## config.mk

```make
export PLATFORM = sky130hd
export DESIGN_NAME = bracket_scope_skip_recovery_flat
export DESIGN_NICKNAME = d
export VERILOG_FILES = /design/src/design/bssr_pkg.sv /design/src/design/bssr_in_if.sv /design/src/design/bssr_out_if.sv /design/src/design/bssr_scope.sv /design/src/design/bracket_scope_skip_recovery.sv /design/src/flat_wrapper.sv
export SDC_FILE = /design/constraint.sdc
export NUM_CORES = 1
export LEC_CHECK = 0
export ABC_AREA = 0
export BUFFER_PORTS_ARGS = -buffer_cell sky130_fd_sc_hd__buf_2
export CORE_ASPECT_RATIO = 1.75
export CORE_MARGIN = 4
export CORE_UTILIZATION = 62
export DETAILED_ROUTE_END_ITERATION = 10
export PLACE_DENSITY = 0.81
export SYNTH_ARGS = -nofsm -noshare
export SYNTH_HDL_FRONTEND = slang
export SYNTH_SLANG_ARGS = --single-unit
```

## constraint.sdc

```tcl
create_clock -name clk -period 4.69 [get_ports clk]
set_input_delay 0.938 -clock clk [delete_from_list [all_inputs] [get_ports clk]]
set_output_delay 0.938 -clock clk [all_outputs]
set_load 0.03 [all_outputs]
```

## src/design/bssr_pkg.sv

```systemverilog
// Package for the bracket scope skip recovery block.
// Token and outcome codes, the per-token result struct and the kind decode.
// No dependencies.
`timescale 1ns / 1ps

package bssr_pkg;

  localparam int unsigned TokW   = 3;
  localparam int unsigned KindW  = 2;
  localparam int unsigned OutcW  = 2;
  localparam int unsigned DepthW = 5;
  localparam int unsigned AccW   = 3;

  typedef enum logic [TokW-1:0] {
    TOK_OTHER     = 3'd0,
    TOK_OPEN_CRL  = 3'd1,
    TOK_CLOSE_CRL = 3'd2,
    TOK_OPEN_PAR  = 3'd3,
    TOK_CLOSE_PAR = 3'd4,
    TOK_OPEN_SQR  = 3'd5,
    TOK_CLOSE_SQR = 3'd6,
    TOK_EOF       = 3'd7
  } tok_t;

  typedef enum logic [OutcW-1:0] {
    OC_SKIPPING   = 2'd0,
    OC_DONE       = 2'd1,
    OC_PUSH_FALSE = 2'd2,
    OC_PUSH_TRUE  = 2'd3
  } outcome_t;

  typedef struct packed {
    logic [OutcW-1:0]  outcome;
    logic [DepthW-1:0] stack_depth;
    logic              clear_mute;
    logic              overflow;
  } res_t;

  // bracket kind: 0 curly, 1 paren, 2 square
  function automatic logic [KindW-1:0] tok_kind(input logic [TokW-1:0] tok);
    logic [KindW-1:0] k;
    case (tok)
      TOK_OPEN_CRL, TOK_CLOSE_CRL: k = 2'd0;
      TOK_OPEN_PAR, TOK_CLOSE_PAR: k = 2'd1;
      TOK_OPEN_SQR, TOK_CLOSE_SQR: k = 2'd2;
      default:                     k = 2'd0;
    endcase
    return k;
  endfunction

endpackage

```

## src/design/bssr_in_if.sv

```systemverilog
// Token channel: valid/ready handshake carrying one token kind.
// Depends on bssr_pkg for widths.
`timescale 1ns / 1ps

interface bssr_in_if;
  logic                      valid;
  logic                      ready;
  logic [bssr_pkg::TokW-1:0] token_kind;

  modport source (output valid, output token_kind, input ready);
  modport sink   (input valid, input token_kind, output ready);
endinterface

```

## src/design/bssr_out_if.sv

```systemverilog
// Result channel: valid/ready handshake carrying one skip result.
// Depends on bssr_pkg for widths.
`timescale 1ns / 1ps

interface bssr_out_if;
  logic                        valid;
  logic                        ready;
  logic [bssr_pkg::OutcW-1:0]  outcome;
  logic [bssr_pkg::DepthW-1:0] stack_depth;
  logic                        clear_mute;
  logic                        overflow;

  modport source (output valid, output outcome, output stack_depth,
                  output clear_mute, output overflow, input ready);
  modport sink   (input valid, input outcome, input stack_depth,
                  input clear_mute, input overflow, output ready);
endinterface

```

## src/design/bssr_scope.sv

```systemverilog
// Scope stack and skip decision: one token per step, result combinational.
// Depends on bssr_pkg.
`timescale 1ns / 1ps

module bssr_scope #(
  parameter int unsigned MAX_NEST = 16
) (
  input  logic                          clk,
  input  logic                          rst_n,
  input  logic                          step,
  input  logic [bssr_pkg::TokW-1:0]     tok,
  input  logic [bssr_pkg::AccW-1:0]     outer_accept,
  output bssr_pkg::res_t                res
);

  localparam int unsigned CntW = $clog2(MAX_NEST + 1);
  localparam int unsigned IdxW = (MAX_NEST > 1) ? $clog2(MAX_NEST) : 1;

  logic [bssr_pkg::KindW-1:0] stk_r [MAX_NEST];
  logic [CntW-1:0]            cnt_r, cnt_nxt;

  logic [bssr_pkg::KindW-1:0] kind;
  logic                       is_open, is_close, is_eof, caller_takes;
  logic                       found, push_en;
  logic [IdxW-1:0]            idx;
  logic [CntW-1:0]            idx_p1;

  always_comb begin
    kind         = bssr_pkg::tok_kind(tok);
    is_eof       = (tok == bssr_pkg::TOK_EOF);
    is_open      = (tok == bssr_pkg::TOK_OPEN_CRL) || (tok == bssr_pkg::TOK_OPEN_PAR) ||
                   (tok == bssr_pkg::TOK_OPEN_SQR);
    is_close     = (tok == bssr_pkg::TOK_CLOSE_CRL) || (tok == bssr_pkg::TOK_CLOSE_PAR) ||
                   (tok == bssr_pkg::TOK_CLOSE_SQR);
    caller_takes = is_close && outer_accept[kind];
  end

  // nearest live entry of this kind: highest index wins
  always_comb begin
    found = 1'b0;
    idx   = '0;
    for (int i = 0; i < MAX_NEST; i++) begin
      if ((CntW'(i) < cnt_r) && (stk_r[i] == kind)) begin
        found = 1'b1;
        idx   = IdxW'(i);
      end
    end
    idx_p1 = CntW'(idx) + CntW'(1);
  end

  always_comb begin
    cnt_nxt         = cnt_r;
    push_en         = 1'b0;
    res.outcome     = bssr_pkg::OC_SKIPPING;
    res.clear_mute  = 1'b0;
    res.overflow    = 1'b0;
    if (cnt_r == '0) begin
      if (is_eof || caller_takes) begin
        res.outcome = bssr_pkg::OC_PUSH_FALSE;
      end else if (is_open) begin
        push_en = 1'b1;
        cnt_nxt = CntW'(1);
      end else begin
        res.outcome = bssr_pkg::OC_DONE;
      end
    end else if (is_open) begin
      if (cnt_r == CntW'(MAX_NEST)) begin
        res.overflow = 1'b1;
      end else begin
        push_en = 1'b1;
        cnt_nxt = cnt_r + CntW'(1);
      end
    end else if (is_close) begin
      if (found) begin
        cnt_nxt        = CntW'(idx);
        res.clear_mute = (idx_p1 != cnt_r);
        res.outcome    = (idx == '0) ? bssr_pkg::OC_DONE : bssr_pkg::OC_SKIPPING;
      end else if (caller_takes) begin
        cnt_nxt        = '0;
        res.clear_mute = 1'b1;
        res.outcome    = bssr_pkg::OC_PUSH_TRUE;
      end
    end else if (is_eof) begin
      cnt_nxt        = '0;
      res.clear_mute = 1'b1;
      res.outcome    = bssr_pkg::OC_PUSH_TRUE;
    end
    res.stack_depth = bssr_pkg::DepthW'(cnt_nxt);
  end

  always_ff @(posedge clk) begin
    if (!rst_n) begin
      cnt_r <= '0;
    end else if (step) begin
      cnt_r <= cnt_nxt;
    end
  end

  // entries at or above the count are never read, so no reset here
  always_ff @(posedge clk) begin
    if (step && push_en) begin
      stk_r[cnt_r[IdxW-1:0]] <= kind;
    end
  end

endmodule

```

## src/design/bracket_scope_skip_recovery.sv

```systemverilog
// Top level of the bracket scope skip recovery block.
// Depends on bssr_pkg, bssr_in_if, bssr_out_if and bssr_scope.
//
// Usage:
//   in_tok carries one token kind per transaction, out_res one result per
//   token, in token order. cfg_we/cfg_wdata write the 3-bit outer_accept
//   mask (curly, paren, square closers taken by the caller); write it only
//   while no token is in flight.
//   A token lands in an input register; once the output buffer has room,
//   the scope stack lookup and update run in one pass and the result is
//   written to a two-entry output buffer, which drives out_res.valid.
//   Throughput is one token per cycle while the buffer has room, set by
//   the combinational priority compare across all MAX_NEST stack entries.
//   When the receiver stalls, the output buffer fills (two results plus
//   one in the input register) and in_tok.ready then drops until results
//   are taken; nothing is dropped.
//   Reset (rst_n low, synchronous) empties the scope stack, the buffer and
//   the input register and clears outer_accept. Stack entries themselves
//   are not cleared; only entries below the count are ever read.
`timescale 1ns / 1ps

module bracket_scope_skip_recovery #(
  parameter int unsigned MAX_NEST = 16
) (
  input  logic                      clk,
  input  logic                      rst_n,
  input  logic                      cfg_we,
  input  logic [bssr_pkg::AccW-1:0] cfg_wdata,
  bssr_in_if.sink                   in_tok,
  bssr_out_if.source                out_res
);

  logic [bssr_pkg::AccW-1:0] acc_r;
  logic                      s1_v_r;
  logic [bssr_pkg::TokW-1:0] s1_tok_r;
  bssr_pkg::res_t            head_r, tail_r, res;
  logic [1:0]                cnt_r, cnt_nxt;
  logic                      in_fire, step, pop;

  always_comb begin
    in_tok.ready = !s1_v_r || (cnt_r != 2'd2);
    in_fire      = in_tok.valid && in_tok.ready;
    step         = s1_v_r && (cnt_r != 2'd2);
    pop          = out_res.valid && out_res.ready;
    cnt_nxt      = cnt_r + {1'b0, step} - {1'b0, pop};
  end

  always_ff @(posedge clk) begin
    if (!rst_n) begin
      acc_r <= '0;
    end else if (cfg_we) begin
      acc_r <= cfg_wdata;
    end
  end

  always_ff @(posedge clk) begin
    if (!rst_n) begin
      s1_v_r <= 1'b0;
    end else if (in_fire) begin
      s1_v_r <= 1'b1;
    end else if (step) begin
      s1_v_r <= 1'b0;
    end
  end

  always_ff @(posedge clk) begin
    if (in_fire) begin
      s1_tok_r <= in_tok.token_kind;
    end
  end

  bssr_scope #(
    .MAX_NEST (MAX_NEST)
  ) u_scope (
    .clk          (clk),
    .rst_n        (rst_n),
    .step         (step),
    .tok          (s1_tok_r),
    .outer_accept (acc_r),
    .res          (res)
  );

  // two-entry output buffer, head is the oldest result
  always_ff @(posedge clk) begin
    if (!rst_n) begin
      cnt_r <= '0;
    end else begin
      cnt_r <= cnt_nxt;
    end
  end

  always_ff @(posedge clk) begin
    if (pop) begin
      if (cnt_r == 2'd2) begin
        head_r <= tail_r;
      end else if (step) begin
        head_r <= res;
      end
    end else if (step) begin
      if (cnt_r == 2'd0) begin
        head_r <= res;
      end else begin
        tail_r <= res;
      end
    end
  end

  always_comb begin
    out_res.valid       = (cnt_r != 2'd0);
    out_res.outcome     = head_r.outcome;
    out_res.stack_depth = head_r.stack_depth;
    out_res.clear_mute  = head_r.clear_mute;
    out_res.overflow    = head_r.overflow;
  end

endmodule

```

## src/flat_wrapper.sv

```systemverilog
// flat-port wrapper written by rule: the top's interface ports become plain ports
module bracket_scope_skip_recovery_flat 
#(
  parameter int unsigned MAX_NEST = 16
)
  (clk, rst_n, cfg_we, cfg_wdata, in_tok_valid, in_tok_token_kind, in_tok_ready, out_res_valid, out_res_outcome, out_res_stack_depth, out_res_clear_mute, out_res_overflow, out_res_ready);
  bssr_in_if in_tok_i ();
  bssr_out_if out_res_i ();
  input  logic clk;
  input  logic rst_n;
  input  logic cfg_we;
  input  logic [bssr_pkg::AccW-1:0] cfg_wdata;
  input wire logic [$bits(in_tok_i.valid)-1:0] in_tok_valid;
  input wire logic [$bits(in_tok_i.token_kind)-1:0] in_tok_token_kind;
  output wire logic [$bits(in_tok_i.ready)-1:0] in_tok_ready;
  output wire logic [$bits(out_res_i.valid)-1:0] out_res_valid;
  output wire logic [$bits(out_res_i.outcome)-1:0] out_res_outcome;
  output wire logic [$bits(out_res_i.stack_depth)-1:0] out_res_stack_depth;
  output wire logic [$bits(out_res_i.clear_mute)-1:0] out_res_clear_mute;
  output wire logic [$bits(out_res_i.overflow)-1:0] out_res_overflow;
  input wire logic [$bits(out_res_i.ready)-1:0] out_res_ready;
  assign in_tok_i.valid = in_tok_valid;
  assign in_tok_i.token_kind = in_tok_token_kind;
  assign in_tok_ready = in_tok_i.ready;
  assign out_res_valid = out_res_i.valid;
  assign out_res_outcome = out_res_i.outcome;
  assign out_res_stack_depth = out_res_i.stack_depth;
  assign out_res_clear_mute = out_res_i.clear_mute;
  assign out_res_overflow = out_res_i.overflow;
  assign out_res_i.ready = out_res_ready;
  bracket_scope_skip_recovery #(.MAX_NEST(MAX_NEST)) u_core (.clk(clk), .rst_n(rst_n), .cfg_we(cfg_we), .cfg_wdata(cfg_wdata), .in_tok(in_tok_i), .out_res(out_res_i));
endmodule
```

---- Yosys cells after proc, flatten, opt, wreduce, memory -nomap -nowiden ----
Memories as Yosys holds them, arrays and structs flattened.
Index checks and enable logic that the tools add are counted.
Widths: inputs -> output; s select.
storage, ports and cells
  register bits ........................... 32
  bits in latches ......................... 0
  output and inout bits ................... 11
  memories ................................ 1
  input port bits ......................... 11
  bits in read-only memories .............. 0
  bits in writable memories ............... 32
memories
  name                  words  width  read ports  clocked after memory_dff  wr ports  line              source
  u_core.u_scope.stk_r  16     2      16          0                         1         bssr_scope.sv:19  logic [bssr_pkg::KindW-1:0] stk_r [MAX_NEST];
cells by class
  order comparisons ....................... 17
  shift operators ......................... 0
  bitwise gates (word level) .............. 2
  add/sub/neg operators ................... 4
  multiplexer cells ....................... 74
  $mul .................................... 0
  equal/unequal tests ..................... 27
  div/mod/pow operators ................... 0
  reduce and logical (&&, ||, !) cells .... 40
operators with widths
  cell                 count
  $mux 4               14
  $mux 5               9
  $mux 9               5
  $lt 4x5->1 const A   8
  $mux 1               36
  $eq 2x2->1           16
  $logic_and 1x1->1    21
  $lt 3x5->1 const A   4
  $mux 2               8
  $eq 3x3->1 const B   4
  $lt 1x5->1 const A   2
  $lt 2x5->1 const A   2
  $reduce_bool 2->1    5
  $eq 3x2->1 const B   2
  $logic_or 1x1->1     6
  $reduce_and 3->1     2
  $add 4x1->5 const B  1
  $add 5x1->5 const B  1
  $eq 5x5->1 const B   1
  $logic_not 5->1      1
  $ne 5x5->1           1
  $logic_not 4->1      1
  $pmux 2 s2           1
  $reduce_or 2->1      2
  other kinds (10)     11

---- Logic depth before layout (Yosys ltp) ----
Gate-level depths: netlist (run 1).
  depth after elaboration ................. 29
  mapped depth ............................ 18
  mapped depth without buffers ............ 14

---- By module ----
From an unflattened synthesis (run 1), not the netlist that was laid out.
second synthesis, totals
  cells, all modules ...................... 420
  area, all modules ....................... 4270.3 µm²
modules (own cells, without submodules)
  module                       times used  area an instance (µm²)  cells each
  bssr_scope                   1           3150.5                  354
  bracket_scope_skip_recovery  1           1119.8                  66

---- Worst setup path after synthesis (run 1) ----
No wires, ideal clock.
  path kind ............................... reg-to-reg
  start ................................... register u_core.s1_tok_r[0] (netlist bit)
  end ..................................... register u_core.head_r, in the netlist u_core.out_res.clear_mute (data pin)
  required time ........................... 4429 ps
  data arrival time ....................... 3265 ps
  cell stages (with the launch flop) ...... 16
  path buffers ............................ 2
  path slack .............................. 1164 ps
  clock period less this slack ............ 3526 ps
  path through ............................ edfxtp_1 buf_4 buf_4 and3b_1 or4_1 o311ai_0 o31ai_1 a211oi_1 o21ai_0 a31oi_1 nand2b_1 ha_1 xor2_1 a2111o_1 o41a_1 a221o_1
on the way
  longest elaborated chain between the ends .. 29
RTL lines
  what                                line                                                                   source
  from (decl)                         bracket_scope_skip_recovery.sv:35                                      logic [bssr_pkg::TokW-1:0] s1_tok_r;
  from (signal assigned)              bracket_scope_skip_recovery.sv:68                                      s1_tok_r <= in_tok.token_kind;
  $eq 3x3->1 (tied with other cells)  bssr_pkg.sv:42, bssr_scope.sv:32
  $reduce_or 2->1                     bssr_pkg.sv:42                                                         case (tok)
  $pmux 2 s2                          bssr_pkg.sv:42
  $eq 2x2->1                          bssr_scope.sv:43                                                       if ((CntW'(i) < cnt_r) && (stk_r[i] == kind)) begin
  $logic_and 1x1->1                   bssr_scope.sv:43
  $mux 1                              bssr_scope.sv:43
  $mux 4 (14 in a row)                bssr_scope.sv:43
  $add 4x1->5                         bssr_scope.sv:48                                                       idx_p1 = CntW'(idx) + CntW'(1);
  $ne 5x5->1                          bssr_scope.sv:76                                                       res.clear_mute = (idx_p1 != cnt_r);
  $mux 1                              bssr_scope.sv:74                                                       if (found) begin
  $mux 1                              bssr_scope.sv:73                                                       end else if (is_close) begin
  $mux 1 (*)                          bssr_scope.sv:66                                                       end else if (is_open) begin
  $mux 2 (*)                          bssr_scope.sv:57                                                       if (cnt_r == '0) begin
  $mux 9 (on tied branches)           bracket_scope_skip_recovery.sv:100, bracket_scope_skip_recovery.sv:96
  $mux 9 (on tied branches)           bracket_scope_skip_recovery.sv:99, bracket_scope_skip_recovery.sv:94
  $mux 9 (*)                          bracket_scope_skip_recovery.sv:93                                      if (pop) begin
  to (signal assigned)                bracket_scope_skip_recovery.sv:95                                      head_r <= tail_r;
  to (signal assigned)                bracket_scope_skip_recovery.sv:97                                      head_r <= res;
  to (signal assigned)                bracket_scope_skip_recovery.sv:101                                     head_r <= res;
  to (decl)                           bracket_scope_skip_recovery.sv:36                                      bssr_pkg::res_t head_r, tail_r, res;
Every way passes the cells marked *; elsewhere a longest branch is shown, timed or not. The select of a mux whose other input is x is not followed.
A chain may end at the register's enable or synchronous reset.

---- Final worst setup path (run 1) ----
  start ................................... register u_core.s1_tok_r[1] (netlist bit)
  end ..................................... register u_core.head_r, in the netlist u_core.out_res.clear_mute (data pin)
Same word-level chain as after synthesis.

==> results.json, run 1 <==
{
  "status": "finished clean",
  "hold_ws_ns": 0.5255,
  "relSlewSlack": 0.4928,
  "drive_gt1_frac": 0.1230,
  "synthArstFlopShare": 0,
  "cts_num_sinks": 64,
  "grt_pass1_vias": 3403,
  "fin_cells": 527,
  "synth_edf_count": 53,
  "num_vias": 3498,
  "dr.pass1.iters": 5,
  "cts_resized": 0,
  "slew_viol_final": 0,
  "clk_latency_ns": 0.36,
  "cp-endpoint": "u_core.out_res.clear_mute",
  "synth_top_area_frac": 0.3932,
  "synth.cell_area_um2": 4048,
  "placementRows": 38,
  "critPathRequiredTime_ns": 4.80,
  "reg2reg_setup_slack_ns": 0.39,
  "drt-vias-per-instance": 6.638,
  "fmax_mhz": 232.4,
  "ant_nets": 0,
  "p_per_area_nw_per_um2": 354.6,
  "syn_inst": 427,
  "place_congestion": 0.9528,
  "antenna_found_initial": 0,
  "ys_types": 66,
  "core-area_um2": 6276,
  "wl_per_cell_um": 19.89,
  "yosys_warnings": 0,
  "crit_path_frequent_cell": "a211oi_1",
  "start_util": 0.6449,
  "fin_nets": 460,
  "path_class": "flop to flop",
  "yosysTopAreaCell": "edfxtp_1",
  "grt_max_degree": 24,
  "die_x_um": 69.08,
  "cts_tree": "built",
  "hold_path_depth": 2,
  "hpwl_um": 7890,
  "hp-class": "flop to flop",
  "worstSetupStartpointType": "flop",
  "hold_viol": 0,
  "synth_top_family_by_area": "simple AND/OR/NAND/NOR gates",
  "critPathMaxFanout": 18,
  "skew_ns": 0.006738,
  "cts_buffer_depth": 2,
  "cap_violations": 0,
  "worstPathArrival_ns": 4.41,
  "cts_max_level": 3,
  "synth_simple_gate_area_frac": 0.2151,
  "synthFlopType": "edfxtp_1",
  "ys_ff_latch": 64,
  "muxShareOfSynthArea": 0.01577,
  "rr_startpoint": "u_core.s1_tok_r[1]",
  "wl_um": 10480,
  "r2r_end": "u_core.out_res.clear_mute",
  "dp.cells": 511,
  "fin_crit_sh": 0.9175,
  "startpoint": "u_core.s1_tok_r[1]",
  "port_buffers": 21,
  "endpoint_kind": "flop",
  "crit_chain": "nand2_1, xnor2_1, a211oi_1, o31ai_1, a211oi_1, o21ai_0, a31oi_1, nand2b_1, ha_1, xor2_1, a2111o_1, o41a_1, a221o_1",
  "synthTopCellsByArea": "edfxtp_1 39%, dfxtp_1 5.4%, nand2_1 5.1%",
  "rsz0062_at_grt": "no",
  "area_growth_pct": 7.172,
  "die_height_um": 114.9,
  "synth_fa_ha_area_frac": 0.02164,
  "overflow": 0,
  "synth-xor-area-share": 0.04544,
  "grt_first_pass_wirelength_um": 16740,
  "n_antenna_cell": 0,
  "cts-root-buf": "clkbuf_8",
  "dieArea_um2": 7936,
  "grt_usage": 0.2742,
  "synth_nets": 445,
  "cts_setup_buffers": 0,
  "synth_compound_area_frac": 0.2062,
  "p_leak_nw": 1.610,
  "tightest_slew_ns": 0.7580,
  "crit_slowest_cell": "edfxtp_1",
  "setup_viol": 0,
  "cts_buffers": 9,
  "boundaryPins": 22,
  "setup_tns_ns": 0,
  "clk_pin_slew_worst_paths_ns": 0.07,
  "seq_area_frac_synth": 0.4476,
  "cts_hold_buf": 0,
  "syn_area_per_cell_um2": 9.479,
  "crit_path_max_incr_delay_ns": 0.69,
  "drtIter0Drc": 258,
  "remaining_drc_errors": 0,
  "r2r_cells": 13,
  "min_period_ns": 4.303,
  "max-vdd-ir-drop_mv": 0.3322
}
[worst min-delay path by stage]
stage,from,end,slack (ns)
6_report,u_core.acc_r[2],u_core.acc_r[2],0.53
5_1_grt,u_core.acc_r[1],u_core.acc_r[1],0.55
4_1_cts,u_core.tail_r[6],u_core.out_res.stack_depth[4],0.53
3_5_place_dp,u_core.tail_r[8],u_core.out_res.outcome[1],0.51
3_3_place_gp,u_core.acc_r[1],u_core.acc_r[1],0.50
2_1_floorplan,u_core.acc_r[1],u_core.acc_r[1],0.47
[layer usage]
metal  share of wire  up-vias  track usage
met4           0.073        0       0.2138
met5               0        -            0
met2            0.53      179       0.5064
li1                -     1611            -
met3           0.055       67      0.04374
met1            0.34     1641       0.2686
[cells by family (layout without fill, tap and decap cells)]
| family | count (synthesis) | count (layout) |
|---|---|---|
| flops | 64 | 64 |
| buf+inv | 39 | 59 |
| simple gates | 174 | 174 |
| mux | 6 | 6 |
| compound gates | 116 | 116 |
| fa+ha+maj | 7 | 7 |
| xor+xnor | 21 | 21 |
[per-stage QoR]
stage | util | power, mW | cell area, um2 | worst slack, ns
2_1_floorplan | - | 1.016 | 4048 | 1.164
3_3_place_gp | 0.6627 | 1.107 | 4159 | 0.6253
3_5_place_dp | 0.6627 | 1.117 | 4159 | 0.5515
4_1_cts | 0.6912 | 1.542 | 4338 | 0.5175
5_1_grt | 0.6912 | 1.618 | 4338 | 0.1748
6_report | 0.6912 | 1.538 | 4338 | 0.3870
[registers in the layout, summed over array words and instances, names as in the netlist, 2 cells and up]
name,count
u_core.out_res.stack_depth,5
u_core.cnt_r,2
u_core.s1_tok_r,3
u_core.acc_r,3
u_core.u_scope.cnt_r,5
u_core.tail_r,9
u_core.out_res.outcome,2
u_core.u_scope.stk_r,32
[cell usage after synthesis, types with 11 or more instances]
library cell / number
a211oi_1: 11
a21oi_1: 18
clkbuf_1: 11
dfxtp_1: 11
edfxtp_1: 53
inv_1: 15
nand2_1: 55
nand2b_1: 12
nand3_1: 11
nor2_1: 40
nor2b_1: 13
o21ai_0: 18
xnor2_1: 18
[worst max-delay path: cells and delay by family (launching register included)]
kind,cells,cell delay (ns)
AO/OA/AOI/OAI,8,2.03
flip-flops,1,0.69
AND/OR/NAND/NOR,2,0.66
XOR/XNOR,2,0.41
adder cells (fa/ha/maj),1,0.25
[layout by cell type (no fill, tap or decap), types with 12 or more instances in the layout]
cell,n
nand2_1,55
a21oi_1,18
o21ai_0,18
nand2b_1,12
inv_1,15
buf_2,21
nor2b_1,13
xnor2_1,18
edfxtp_1,53
nor2_1,40
[final cells by class]
cell class,count,area (um2)
Inverter,17,63.81
Tap cell,80,100.1
Fill cell,511,1938
Timing Repair Buffer,26,142.6
Clock inverter,7,55.05
Clock buffer,9,123.9
Multi-Input combinational cell,324,2041
Sequential cell,64,1812
[power breakdown]
part           internal, mW  switching (mW)
clock network         0.196           0.230
logic                 0.144           0.277
registers             0.664          0.0266
total                  1.00           0.534
Note: power is estimated with default switching activity, not from simulation.
==> run 2: changes to the inputs <==
--- a/config.mk
+++ b/config.mk
@@ -7,11 +7,13 @@
 export LEC_CHECK = 0
 export ABC_AREA = 0
 export BUFFER_PORTS_ARGS = -buffer_cell sky130_fd_sc_hd__buf_2
+export CELL_PAD_IN_SITES_DETAIL_PLACEMENT = 1
+export CELL_PAD_IN_SITES_GLOBAL_PLACEMENT = 1
 export CORE_ASPECT_RATIO = 1.75
 export CORE_MARGIN = 4
-export CORE_UTILIZATION = 62
+export CORE_UTILIZATION = 48
 export DETAILED_ROUTE_END_ITERATION = 10
-export PLACE_DENSITY = 0.81
+export PLACE_DENSITY_LB_ADDON = 0.1
 export SYNTH_ARGS = -nofsm -noshare
 export SYNTH_HDL_FRONTEND = slang
 export SYNTH_SLANG_ARGS = --single-unit
==> results.json, run 2 (synthesis gave the netlist of run 1 again) <==
{
  "status": "finished clean",
  "power_mw": 1.768,
  "p_per_area_nw_per_um2": 393.0,
  "largest_reg_flops": 32,
  "slew_viol_final": 0,
  "grt_usage": 0.2589,
  "clk_pin_slew_worst_paths_ns": 0.06,
  "relSlewSlack": 0.4700,
  "drtIter0Drc": 153,
  "port_buffers": 21,
  "overflow": 0,
  "dr.pass1.iters": 4,
  "core-area_um2": 8258,
  "num_vias": 3385,
  "cts_num_sinks": 64,
  "endpoint_kind": "flop",
  "setup_tns_ns": 0,
  "fin_cells": 544,
  "max-vdd-ir-drop_mv": 0.3280,
  "cts_buffers": 9,
  "grt_max_degree": 30,
  "hold_ws_ns": 0.5280,
  "setup_viol": 0,
  "fill_cells": 979,
  "area_growth_pct": 11.13,
  "hpwl_um": 9377,
  "cts_buffer_depth": 2,
  "hp-class": "flop to flop",
  "layout_common_cells": "55 x nand2_1, 53 x edfxtp_1, 39 x nor2_1",
  "cap_violations": 0,
  "worstPathArrival_ns": 4.32,
  "hold_viol": 0,
  "die_x_um": 77.42,
  "tightest_slew_ns": 0.7921,
  "grt_first_pass_wirelength_um": 19410,
  "skew_ns": 0.007139,
  "mostFrequentLayoutCell": "nand2_1",
  "startpoint": "u_core.s1_tok_r[1]",
  "r2r_end": "u_core.out_res.clear_mute",
  "wl_per_cell_um": 22.25,
  "critPathRequiredTime_ns": 4.76,
  "p_leak_nw": 1.692,
  "cts_hold_buf": 0,
  "place_congestion": 0.9137,
  "die_height_um": 129.5,
  "dp.cells": 529,
  "min_period_ns": 4.243,
  "drt-vias-per-instance": 6.222,
  "critPathMaxFanout": 15,
  "ant_nets": 0,
  "drive_gt1_frac": 0.1283,
  "cp-endpoint": "u_core.out_res.clear_mute",
  "placementRows": 44,
  "path_class": "flop to flop",
  "worstSetupStartpointType": "flop",
  "hold_path_depth": 2,
  "fin_crit_sh": 0.9048,
  "rr_startpoint": "u_core.s1_tok_r[1]",
  "r2r_cells": 15,
  "cts-root-buf": "clkbuf_16",
  "fmax_mhz": 235.7,
  "dieArea_um2": 10020,
  "cts_tree": "built",
  "antenna_found_initial": 0,
  "remaining_drc_errors": 0,
  "cts_max_level": 3,
  "wl_um": 12110,
  "start_util": 0.4902,
  "reg2reg_setup_slack_ns": 0.45,
  "boundaryPins": 22,
  "grt_pass1_vias": 3631,
  "clk_latency_ns": 0.33,
  "rsz0062_at_grt": "no",
  "n_antenna_cell": 0,
  "fin_nets": 466
}
run 2: cell count changes in the layout (fill, tap and decap cells not counted), moves of 2 or more:
cell and change:
clkbuf_8 -9, inv_6 -3, clkinv_1 +3, clkbuf_16 +9, clkinvlp_4 -2, buf_4 +6
run 2: per-stage QoR:
step	util	instance area (um2)	setup slack (ns)
2_1_floorplan	-	4048	1.164
3_3_place_gp	0.5109	4219	0.5218
3_5_place_dp	0.5109	4219	0.3860
4_1_cts	0.5444	4496	0.3216
5_1_grt	0.5447	4498	0.08821
6_report	0.5447	4498	0.4466
run 2: how the worst min path moves through the flow:
stage / from / end / slack, ns
after floorplan: u_core.acc_r[1] / u_core.acc_r[1] / 0.47
after global placement: u_core.tail_r[4] / u_core.out_res.stack_depth[2] / 0.50
after detailed placement: u_core.tail_r[0] / u_core.out_res.overflow / 0.51
after CTS: u_core.tail_r[0] / u_core.out_res.overflow / 0.53
after global routing: u_core.tail_r[8] / u_core.out_res.outcome[1] / 0.56
final: u_core.acc_r[1] / u_core.acc_r[1] / 0.53
run 2: worst max-delay path, cell delays in order (launching register included):
cell and delay, ns:
edfxtp_1 0.63, buf_4 0.27, nand2_1 0.07, buf_4 0.20, xnor2_1 0.16, a211oi_1 0.14, o31ai_1 0.46, nand2_1 0.13
o21ai_0 0.24, a31oi_1 0.14, nand2b_1 0.22, ha_1 0.32, xor2_1 0.16, a2111o_1 0.35, o41a_1 0.15, a221o_1 0.34
run 2: report_power, final:
part           switching [mW]  leakage [nW]  internal [mW]
sequential             0.0238         0.582          0.665
clock                   0.233         0.138          0.400
combinational           0.295         0.973          0.151
run 2: what timing repair did:
| item | in CTS | in global routing |
|---|---|---|
| setup endpoints to repair | 0 | 1 |
| gates resized for setup | 0 | 2 |
| setup buffers | 0 | 0 |
run 2: final cells by class:
class | count | area, um2 | share of cell area
tap | 92 | 115.1 | 0.02559
inverter | 17 | 63.81 | 0.01419
timing repair buffer | 32 | 187.7 | 0.04172
sequential | 64 | 1812 | 0.4028
clock inverter | 6 | 51.30 | 0.01140
clock buffer | 9 | 225.2 | 0.05007
multi-input combinational | 324 | 2043 | 0.4542
run 2: layer usage:
layer | vias up | part of all wire | track usage
met5 | - | 0 | 0
met4 | 0 | 0.057 | 0.1656
met3 | 37 | 0.024 | 0.03686
met2 | 63 | 0.56 | 0.4911
met1 | 1674 | 0.36 | 0.2607
li1 | 1611 | - | -
==> run 3: changes to the inputs <==
--- a/config.mk
+++ b/config.mk
@@ -5,13 +5,13 @@
 export SDC_FILE = /design/constraint.sdc
 export NUM_CORES = 1
 export LEC_CHECK = 0
-export ABC_AREA = 0
+export ABC_AREA = 1
 export BUFFER_PORTS_ARGS = -buffer_cell sky130_fd_sc_hd__buf_2
 export CELL_PAD_IN_SITES_DETAIL_PLACEMENT = 1
 export CELL_PAD_IN_SITES_GLOBAL_PLACEMENT = 1
 export CORE_ASPECT_RATIO = 1.75
 export CORE_MARGIN = 4
-export CORE_UTILIZATION = 48
+export CORE_UTILIZATION = 46
 export DETAILED_ROUTE_END_ITERATION = 10
 export PLACE_DENSITY_LB_ADDON = 0.1
 export SYNTH_ARGS = -nofsm -noshare
==> results.json, run 3 <==
{
  "status": "finished clean",
  "place_area_um2": 3846,
  "hpwl_um": 7220,
  "p_per_area_nw_per_um2": 512.0,
  "dr_wl_met2_um": 5177,
  "setup_viol": 0,
  "cts-root-buf": "clkbuf_16",
  "cp_top_family": "simple AND/OR/NAND/NOR gates",
  "wl_per_cell_um": 16.55,
  "fill_cells": 960,
  "relSlewSlack": 0.4937,
  "synthFlopType": "edfxtp_1",
  "final_area_um2": 4133,
  "r2r_end": "u_core.out_res.clear_mute",
  "layout_common_cells": "114 x nand2_1, 53 x nor2_1, 53 x edfxtp_1",
  "min_from": "u_core.cnt_r[1]",
  "r2r_cells": 31,
  "n_antenna_cell": 0,
  "cts_resized": 0,
  "hold_viol": 0,
  "highest_layer": "met4",
  "overflow": 0,
  "cts_setup_buffers": 0,
  "max-vdd-ir-drop_mv": 0.3614,
  "crit_slowest_cell": "edfxtp_1",
  "die_x_um": 75.72,
  "yosysTopAreaCell": "edfxtp_1",
  "reg2reg_setup_slack_ns": 1.16,
  "cts_max_level": 3,
  "hp-class": "flop to flop",
  "clk_latency_ns": 0.33,
  "rr_startpoint": "u_core.s1_tok_r[2]",
  "hold_end": "u_core.cnt_r[1]",
  "drt-vias-per-instance": 5.267,
  "synth_edf_count": 53,
  "critPathRequiredTime_ns": 4.78,
  "crit_buf_inv": 3,
  "place_congestion": 0.8353,
  "die_height_um": 126.5,
  "setup_tns_ns": 0,
  "grt_usage": 0.2197,
  "ys_types": 40,
  "syn_area_per_cell_um2": 8.389,
  "worstPathArrival_ns": 3.62,
  "slew_viol_final": 0,
  "area_growth_pct": 11.97,
  "grt_first_pass_wirelength_um": 15540,
  "rsz0062_at_grt": "no",
  "drive_gt1_frac": 0.1346,
  "synthMostInstantiatedCell": "nand2_1",
  "hold_path_depth": 1,
  "start_util": 0.4699,
  "port_buffers": 21,
  "cts_num_sinks": 64,
  "remaining_drc_errors": 0,
  "fin_nets": 481,
  "placementRows": 43,
  "cts_hold_buf": 0,
  "cap_violations": 0,
  "dieArea_um2": 9578,
  "clk_pin_slew_worst_paths_ns": 0.05,
  "crit_path_frequent_cell": "nand2_1",
  "wl_um": 9236,
  "crit_path_max_incr_delay_ns": 0.54,
  "num_vias": 2939,
  "skew_ns": 0.007551,
  "fin_crit_sh": 0.7529,
  "dr.pass1.iters": 5,
  "cts_buffers": 9,
  "cts_buffer_depth": 2,
  "synth.cell_area_um2": 3691,
  "boundaryPins": 22,
  "drtIter0Drc": 164,
  "min_period_ns": 3.531,
  "synth_nets": 458,
  "cts_tree": "built",
  "mostFrequentLayoutCell": "nand2_1",
  "ys_ff_latch": 64,
  "grt_max_degree": 33,
  "wl_met3_um": 220,
  "ant_nets": 0,
  "synthArstFlopShare": 0,
  "met1_length_um": 3471,
  "largest_reg_flops": 32,
  "synth_common_cells": "114 x nand2_1, 53 x edfxtp_1, 53 x nor2_1, 48 x inv_1, 24 x nand3_1",
  "critPathMaxFanout": 32,
  "antenna_found_initial": 0,
  "synthTopCellsByArea": "edfxtp_1 43%, nand2_1 12%, dfxtp_1 6.0%",
  "seq_area_frac_synth": 0.4908,
  "fmax_mhz": 283.2,
  "tightest_slew_ns": 0.7566,
  "worstSetupStartpointType": "flop",
  "p_leak_nw": 1.852,
  "endpoint_kind": "flop",
  "path_class": "flop to flop",
  "synth_top_area_frac": 0.4312,
  "grt_pass1_vias": 3185,
  "syn_inst": 440,
  "yosys_warnings": 0,
  "core-area_um2": 7855
}
run 3: cell types whose count changed after synthesis, moves of 8 or more:
cell	change
a211oi_1	-11
inv_1	+33
nand2_1	+59
nand2b_1	-12
nand3_1	+13
nor2_1	+13
nor2b_1	-13
nor3b_1	-8
xnor2_1	-10
xor2_1	+14
run 3: cell type report:
| class | instances | area (um2) | share of cell area |
|---|---|---|---|
| tap | 90 | 112.6 | 0.02725 |
| inverter | 57 | 219.0 | 0.05298 |
| timing repair buffer | 21 | 105.1 | 0.02543 |
| multi-input combinational | 310 | 1598 | 0.3866 |
| clock inverter | 3 | 15.01 | 0.003633 |
| sequential | 64 | 1812 | 0.4384 |
| clock buffer | 13 | 271.5 | 0.06570 |
run 3: worst max path at each step:
stage                     slack [ns]                        end  depth (start not counted)               start
after global routing            0.65  u_core.out_res.clear_mute                         31  u_core.s1_tok_r[2]
final                           1.16  u_core.out_res.clear_mute                         31  u_core.s1_tok_r[2]
after detailed placement        1.11  u_core.out_res.clear_mute                         31  u_core.s1_tok_r[2]
after CTS                       1.11  u_core.out_res.clear_mute                         31  u_core.s1_tok_r[2]
after floorplan                 1.63  u_core.out_res.clear_mute                         32  u_core.s1_tok_r[0]
after global placement          1.16  u_core.out_res.clear_mute                         31  u_core.s1_tok_r[2]
run 3: routing by layer:
layer | up-vias | global-route usage
li1 | 1478 | -
met1 | 1397 | 0.2300
met2 | 40 | 0.3963
met3 | 24 | 0.04600
met4 | 0 | 0.1061
met5 | - | 0
run 3: power breakdown:
part | switching, mW | internal (mW) | total, mW | leakage (nW)
Sequential | 0.0447 | 0.713 | 0.758 | 0.583
Clock | 0.227 | 0.401 | 0.628 | 0.145
Combinational | 0.508 | 0.222 | 0.730 | 1.13
Total | 0.780 | 1.34 | 2.12 | 1.85
run 3: kinds of logic after synthesis:
group                      Yosys count  synth area share
and+or+nand+nor                    231            0.2803
AOI/OAI and AO/OA                   47           0.06950
DFF                                 64            0.4908
xor gates and xnor gates            25           0.05932
adders and majority gates            7           0.02373
buffers and inverters               66           0.07627
run 3: through the flow:
stage | power (mW) | worst slack, ns | hold WS [ns] | cells | util
final | 2.116 | 1.159 | 0.4592 | 558 | 0.5261
after floorplan | 1.320 | 1.630 | 0.4217 | 440 | -
after global routing | 2.269 | 0.6519 | 0.4927 | 558 | 0.5261
after CTS | 2.145 | 1.106 | 0.4617 | 558 | 0.5261
after detailed placement | 1.509 | 1.114 | 0.4559 | 542 | 0.4896
after global placement | 1.494 | 1.160 | 0.4387 | 542 | 0.4896
